--- src/sv/lbt_pkg.sv ---
// Shared types and constants for the L2 order book price level table.
// No dependencies; imported by every module of the block.
package lbt_pkg;

    localparam int PRICE_W    = 24;
    localparam int QTY_W      = 32;
    localparam int SUM_W      = 38;
    localparam int MID_W      = 25;
    localparam int IMB_W      = 16;
    localparam int DEPTH_W    = 7;
    localparam int DIV_W      = SUM_W + 1;
    localparam int DEF_LEVELS = 64;
    localparam int ENTRY_W    = PRICE_W + QTY_W;

    localparam int S_TDATA_W  = 56;
    localparam int S_TUSER_W  = 3;
    localparam int M_TDATA_W  = 232;
    localparam int PADDR_W    = 3;
    localparam int PDATA_W    = 32;

    localparam logic [DEPTH_W-1:0] DEPTH_RST = 7'd10;
    localparam logic [SUM_W-1:0]   SUM_MAX   = {SUM_W{1'b1}};

    localparam logic REG_DEPTH = 1'b0;   // paddr[2] register index
    localparam logic SIDE_BID  = 1'b0;
    localparam logic SIDE_ASK  = 1'b1;

    typedef enum logic [1:0] {
        REQ_UPDATE = 2'd0,
        REQ_QUERY  = 2'd1,
        REQ_CLEAR  = 2'd2,
        REQ_NONE   = 2'd3
    } req_t;

    typedef enum logic [4:0] {
        S_IDLE, S_SRCH_RD, S_SRCH_CHK, S_ACT,
        S_DEL_RD, S_DEL_WR, S_INS_RD, S_INS_WR,
        S_REP0, S_REP1, S_REP2, S_RB_RD, S_RB_CHK, S_RA_RD, S_RA_CHK,
        S_TB_RD, S_TA_RD, S_TA_CAP, S_SUM_RD, S_SUM_ACC,
        S_DIV, S_DIV_WAIT, S_OUT
    } state_t;

endpackage

--- src/sv/lbt_div.sv ---
// Serial divider for the imbalance ratio: floor(num * 2^15 / den), num <= den.
// One quotient bit per cycle. Depends on lbt_pkg.
module lbt_div (
    input  logic                      clk,
    input  logic                      rst_n,
    input  logic                      start,
    input  logic [lbt_pkg::DIV_W-1:0] num,
    input  logic [lbt_pkg::DIV_W-1:0] den,
    output logic                      done,
    output logic [lbt_pkg::IMB_W-1:0] quo
);
    import lbt_pkg::*;

    logic [DIV_W-1:0] rem_reg, rem_next, den_reg, den_next;
    logic [IMB_W-1:0] q_reg, q_next;
    logic [3:0]       cnt_reg, cnt_next;
    logic             busy_reg, busy_next, done_reg, done_next;
    logic [DIV_W:0]   r2;
    logic             ge;

    always_comb
    begin
        r2        = {rem_reg, 1'b0};
        ge        = r2 >= {1'b0, den_reg};
        rem_next  = rem_reg;
        den_next  = den_reg;
        q_next    = q_reg;
        cnt_next  = cnt_reg;
        busy_next = busy_reg;
        done_next = 1'b0;
        if (start)
        begin
            den_next = den;
            rem_next = num;
            if (num == den)
            begin
                q_next    = IMB_W'(1) << (IMB_W - 1);
                done_next = 1'b1;
            end
            else
            begin
                q_next    = '0;
                cnt_next  = 4'(IMB_W - 1);
                busy_next = 1'b1;
            end
        end
        else if (busy_reg)
        begin
            rem_next = ge ? DIV_W'(r2 - {1'b0, den_reg}) : DIV_W'(r2);
            q_next   = {q_reg[IMB_W-2:0], ge};
            cnt_next = cnt_reg - 4'd1;
            if (cnt_reg == 4'd1)
            begin
                busy_next = 1'b0;
                done_next = 1'b1;
            end
        end
    end

    always_ff @(posedge clk or negedge rst_n)
    begin
        if (!rst_n)
        begin
            busy_reg <= 1'b0;
            done_reg <= 1'b0;
            cnt_reg  <= '0;
        end
        else
        begin
            busy_reg <= busy_next;
            done_reg <= done_next;
            cnt_reg  <= cnt_next;
        end
    end

    always_ff @(posedge clk)
    begin
        rem_reg <= rem_next;
        den_reg <= den_next;
        q_reg   <= q_next;
    end

    assign done = done_reg;
    assign quo  = q_reg;

endmodule

--- config.mk ---
export PLATFORM = sky130hd
export DESIGN_NAME = lbt_div
export DESIGN_NICKNAME = d
export VERILOG_FILES = /design/src/sv/lbt_pkg.sv /design/src/sv/lbt_div.sv
export SDC_FILE = /design/constraint.sdc
export NUM_CORES = 1
export LEC_CHECK = 0
export BUFFER_PORTS_ARGS = -buffer_cell sky130_fd_sc_hd__buf_2
export CORE_MARGIN = 2
export CORE_UTILIZATION = 25
export CTS_CLUSTER_SIZE = 40
export DETAILED_ROUTE_END_ITERATION = 8
export GPL_ROUTABILITY_DRIVEN = 0
export SETUP_SLACK_MARGIN = 0.3
export SLEW_MARGIN = 20
export SYNTH_ARGS = -nofsm -noshare
export SYNTH_HDL_FRONTEND = slang
export SYNTH_SLANG_ARGS = --single-unit
export TNS_END_PERCENT = 10
--- constraint.sdc ---
create_clock -name clk -period 3.7 [get_ports clk]
set_input_delay 0.74 -clock clk [delete_from_list [all_inputs] [get_ports clk]]
set_output_delay 0.74 -clock clk [all_outputs]
set_load 0.03 [all_outputs]
Word-level counts from Yosys, hierarchy flattened
Index checks and enable logic that the tools add are counted.
{"block": "totals", "word_cells": 31, "input_bits": 81, "register_bits": 100, "out_inout_bits": 17}
{"block": "op_classes", "n_lt_le_gt_ge": 1, "n_addsub": 2, "reduce_logical": 2, "n_eq_ne": 3, "n_mux": 17}
{"op": "two-way mux 39 bit", "count": 3}
{"op": "two-way mux 16 bit", "count": 3}
{"op": ">= comparator 40 x 39 -> 1 bit", "count": 1}
{"op": "== test 39 bit", "count": 1}
{"op": "subtractor 39 bit", "count": 1}
{"op": "two-way mux 4 bit", "count": 3}
{"op": "two-way mux 1 bit", "count": 8}
{"op": "== test 4 x 1 -> 1 bit (second input constant)", "count": 1}
{"op": "subtractor 4 x 1 -> 4 bit (second input constant)", "count": 1}
{"op": "!= test 2 bit (second input constant)", "count": 1}
{"op": "AND reduction 2 bit", "count": 1}
{"op": "nonzero test 2 bit", "count": 1}

Depth between registers and ports, before layout
{"block": "depth", "word_depth": 4, "depth_mapped": 14, "ltp_nobuf": 12}

Worst setup path before layout
No wires, ideal clock.
{"block": "synth_timing", "path_kind": "reg-to-reg", "from": "register rem_reg[0]", "to": "register rem_reg[30] (data pin)", "t_arrival_ns": 2.563, "period_less_slack_ns": 2.824, "required_time_ns": 3.439, "slack_ns": 0.876, "stages_incl_launch_ff": 11, "setup_ns": 0.261, "path_buffers": 0, "cell_sequence": "edfxtp_1 > fa_1 > a211oi_2 > nor3_2 > a211oi_4 > o211a_4 > o311ai_2 > a31oi_2 > o21bai_1 > xor2_1 > a221o_1"}
{"block": "synth_via", "elab_chain_cells": 4, "elab_cells_between_ends": 5, "classes_between": "1 x add/sub; 1 x order compare; 3 x mux"}
{"item": "from (decl)", "line": "lbt_div.sv:14", "rtl": "logic [DIV_W-1:0] rem_reg, rem_next, den_reg, den_next;"}
{"item": "from (signal assigned)", "line": "lbt_div.sv:78", "rtl": "rem_reg <= rem_next;"}
{"item": "subtractor 39 bit / >= comparator 40 x 39 -> 1 bit (equally long branches)", "line": "lbt_div.sv:49, lbt_div.sv:24"}
{"item": "two-way mux 39 bit *", "line": "lbt_div.sv:49", "rtl": "rem_next = ge ? DIV_W'(r2 - {1'b0, den_reg}) : DIV_W'(r2);"}
{"item": "two-way mux 39 bit *", "line": "lbt_div.sv:47", "rtl": "else if (busy_reg)"}
{"item": "two-way mux 39 bit *", "line": "lbt_div.sv:31", "rtl": "if (start)"}
{"item": "via rem_next[30]", "line": "lbt_div.sv:14"}
The timed path passes the listed nets; every way through them passes the cells marked *. The select of a mux whose other input is x is not followed.
A chain may end at the register's enable or synchronous reset.

Worst setup path in the final report
{"block": "layout_timing", "from": "register rem_reg[2]", "to": "register rem_reg[33] (data pin)"}
The elaborated chain is that of the path after synthesis.

==> results.cfg <==
[status]
run_status = finished clean

[logic_synthesis]
synth.mux.area_fraction_pct = 2.32
synth_area_leaders = sky130_fd_sc_hd__edfxtp_1 41%, sky130_fd_sc_hd__ha_1 7.5%, sky130_fd_sc_hd__xor2_1 6.0%, sky130_fd_sc_hd__a21oi_1 3.9%, sky130_fd_sc_hd__inv_1 3.5%
synth_edf_count = 94
yosys.area_share.simple_pct = 13.2
ys_seq_area_share_pct = 43.4
synth-xor-area-share_pct = 8.95
syn_area_sq_um = 6850
yosys_most_used_dff = sky130_fd_sc_hd__edfxtp_1
postSynth.asyncResetShare_pct = 6.00
yosys.area.top_type = sky130_fd_sc_hd__edfxtp_1
ys_seq_elements = 100
synth_top_cells_by_count = 94 x sky130_fd_sc_hd__edfxtp_1, 63 x sky130_fd_sc_hd__inv_1, 54 x sky130_fd_sc_hd__a21oi_1, 51 x sky130_fd_sc_hd__nand2_1, 47 x sky130_fd_sc_hd__xor2_1
ys_warn_count = 0
adder_cell_share_of_the_synthesized_area_pct = 7.79
synthesized_netlist_cell_count = 690
yosysTopAreaCellShare_pct = 41.2
synthesis.nets = 813
compound_gate_portion_of_the_synthesized_area_pct = 19.0
synthMostInstantiatedCell = sky130_fd_sc_hd__edfxtp_1
synth_top_family_by_area = compound AO/OA/AOI/OAI gates
postSynthAreaPerCell_sq_um = 9.92
synth.lib_cells_used.distinct = 72

[timing]
part_of_the_cycle_the_worst_path_needs_pct = 91.9
pin_slew_with_the_least_headroom_to_its_limit_ns = 0.743
achievable-frequency_mhz = 294
finalSetupViolations = 0
rsz0062_at_grt = yes
slew_headroom_pct = 50.5
finalMaxSlewViolations = 0
setup_slack_ns = 0.300
worst_clock_skew_ns = 0.0105
timing.final.hold_violations = 0
post_layout_minimum_cycle_time_ns = 3.40
setup_total_negative_slack_ns = 0

[critical_path]
crit_path_end_kind = flop
slowest_delay_ns = 0.60
depth_of_the_most_critical_reg_to_reg_path = 10
worstSetupPathType = reg -> reg
worst_r2r_endpoint = rem_reg[33]
critical_r2r_launch = rem_reg[2]
worstSetupStartpointType = flop
crit_path_frequent_cell = sky130_fd_sc_hd__a21oi_1
critPathMaxFanout = 5
critical_path_arrival_ns = 3.49
max_stage_delay_cell_worst_path = sky130_fd_sc_hd__o311ai_0
required_ns = 3.79
crit_path_cell_trace = ha_1 -> a21o_1 -> a21oi_1 -> nand2_1 -> a21oi_1 -> a21oi_1 -> a41oi_1 -> nor2_1 -> o311ai_0 -> a2bb2oi_1
r2r_setup_slack_ns = 0.30

[detailed_routing]
route.antenna.remaining_nets = 0
routed-via-count = 5430
finalWirelength_um = 19800
routedWlPerCell_um = 17.5
drc_errors = 0
1st_iter_drt_viols = 388
detailedRoute.firstPassIterationCount = 5
routed_via_density = 4.80

[floorplan]
die_w_um = 169
design.die.area_sq_um = 28700
vertical_extent_of_the_die_um = 169
rows = 60
ios = 98
initial_core_util_pct = 25.4
fp.coreArea_sq_um = 27000

[layout]
multiInputGateArea_sq_um = 3520
fin_nets = 907
area_of_all_sequential_standard_cells_sq_um = 2970
fill_cells = 2838
finalNonFillerCells = 1131
syn_to_final_growth_pct = 17.1
final_core_util_pct = 29.8
post_route_cells_drive_above_1_share_pct = 20.0

[power]
power.leakage_nw = 3.39
clockPowerShare_pct = 16.6
portion_of_total_power_attributed_to_combinational_logic_pct = 54.0
sequentialPowerShare_pct = 29.4
peakVddDrop_v = 0.000244
switching_share_pct = 41.7
internal-power_mw = 3.44
p_switching_mw = 2.46
total_power_density_per_cell_area_nw_per_um2 = 735

[clock_tree]
path_clk_slew_ns = 0.07
clock_sink_count = 100
clock_latency_ns = 0.36
ctsHtreeMaxLevel = 3
cts_max_path_buffers = 2
cts_buffers = 9
cts_tree = done
cts.root.buffer_cell = sky130_fd_sc_hd__clkbuf_16

[global_routing]
grt_antenna_before_repair = 1
globalRoute.totalOverflow = 0
grt_pass1_wl_um = 30400
grt_max_degree = 62
first_global_vias = 5467
grt.total_usage_pct = 13.9

[flow_run]
drv.max_cap_violation_count = 0

[place]
post-dp-hpwl_um = 14900
io_buffers = 97
pre_cts_setup_slack_ns = 0.290
dp_cells = 1113

[min_path]
hold_path_class = in -> async
## layout make-up
type / count / area share (%)
antenna: 1 / 0.0312
inverter: 63 / 2.95
timing repair buffer: 106 / 7.08
clock inverter: 5 / 0.749
tap: 341 / 5.32
sequential: 100 / 37.1
multi-input combinational: 504 / 43.9
clock buffer: 11 / 2.90
## placed cells by master, fill, tap and decap left out, types with 11 or more instances in the layout
cell	instances
sky130_fd_sc_hd__inv_1	63
sky130_fd_sc_hd__a21oi_1	54
sky130_fd_sc_hd__nand3_1	12
sky130_fd_sc_hd__o21a_1	17
sky130_fd_sc_hd__nor2_1	41
sky130_fd_sc_hd__o21ai_0	41
sky130_fd_sc_hd__xnor2_1	23
sky130_fd_sc_hd__xor2_1	47
sky130_fd_sc_hd__buf_2	96
sky130_fd_sc_hd__nor4_1	11
sky130_fd_sc_hd__edfxtp_1	94
sky130_fd_sc_hd__nand2_1	49
sky130_fd_sc_hd__a21o_1	14
sky130_fd_sc_hd__ha_1	41
sky130_fd_sc_hd__mux2_2	11
sky130_fd_sc_hd__nor2b_1	19
sky130_fd_sc_hd__a31oi_1	12
## metrics by stage
step / hold WS [ns] / total power, mW / instance area (sq um)
3_3_place_gp: 0.525 / 4.83 / 7710
5_1_grt: 0.189 / 6.35 / 8020
3_5_place_dp: 0.546 / 4.85 / 7710
4_1_cts: 0.180 / 5.90 / 8010
6_report: 0.192 / 5.90 / 8020
2_1_floorplan: 0.444 / 4.17 / 6850
## how the worst max path moves through the flow
stage / cells past startpoint / from / endpoint
after floorplan: 10 / rem_reg[0] / rem_reg[30]
after global placement: 10 / rem_reg[0] / rem_reg[37]
after detailed placement: 9 / rem_reg[0] / rem_reg[30]
after CTS: 10 / rem_reg[0] / rem_reg[25]
after global routing: 10 / rem_reg[0] / rem_reg[36]
final: 10 / rem_reg[2] / rem_reg[33]
## layer usage
layer	part of all wire [%]	vias to the layer above	global-route usage, %
li1	-	2686	-
met1	46	2569	18.2
met2	46	144	22.1
met3	3.8	31	2.82
met4	3.7	0	6.58
met5	0	-	0
## critical path, delay by kind of cell (launching register included)
kind,cells,cell delay (ns)
adder cells (fa/ha/maj),1,0.38
AND/OR/NAND/NOR,2,0.21
flip-flops,1,0.41
AO/OA/AOI/OAI,7,2.11
## cell families after synthesis
kind of cell,after synthesis
AO/OA/AOI/OAI,197
XOR/XNOR,70
adder cells (fa/ha/maj),42
buffers and inverters,87
flip-flops,100
multiplexers,14
AND/OR/NAND/NOR,180
## repair_timing
action / in CTS / in global routing
cloned: 1 / 0
buffers inserted: 0 / 0
hold buffers: 0 / 0
pin swaps: 0 / 0
gates resized for setup: 0 / 1
endpoints found under the setup margin: 11 / 34
## power groups by stage
stage | Clock, mW | Combinational, mW | Sequential [mW]
after floorplan | 0 | 2.45 | 1.72
after global placement | 0 | 3.08 | 1.75
after detailed placement | 0 | 3.10 | 1.75
after CTS | 1.01 | 3.15 | 1.73
after global routing | 1.04 | 3.54 | 1.76
final | 0.981 | 3.18 | 1.73
Note: power is estimated with default switching activity, not from simulation.
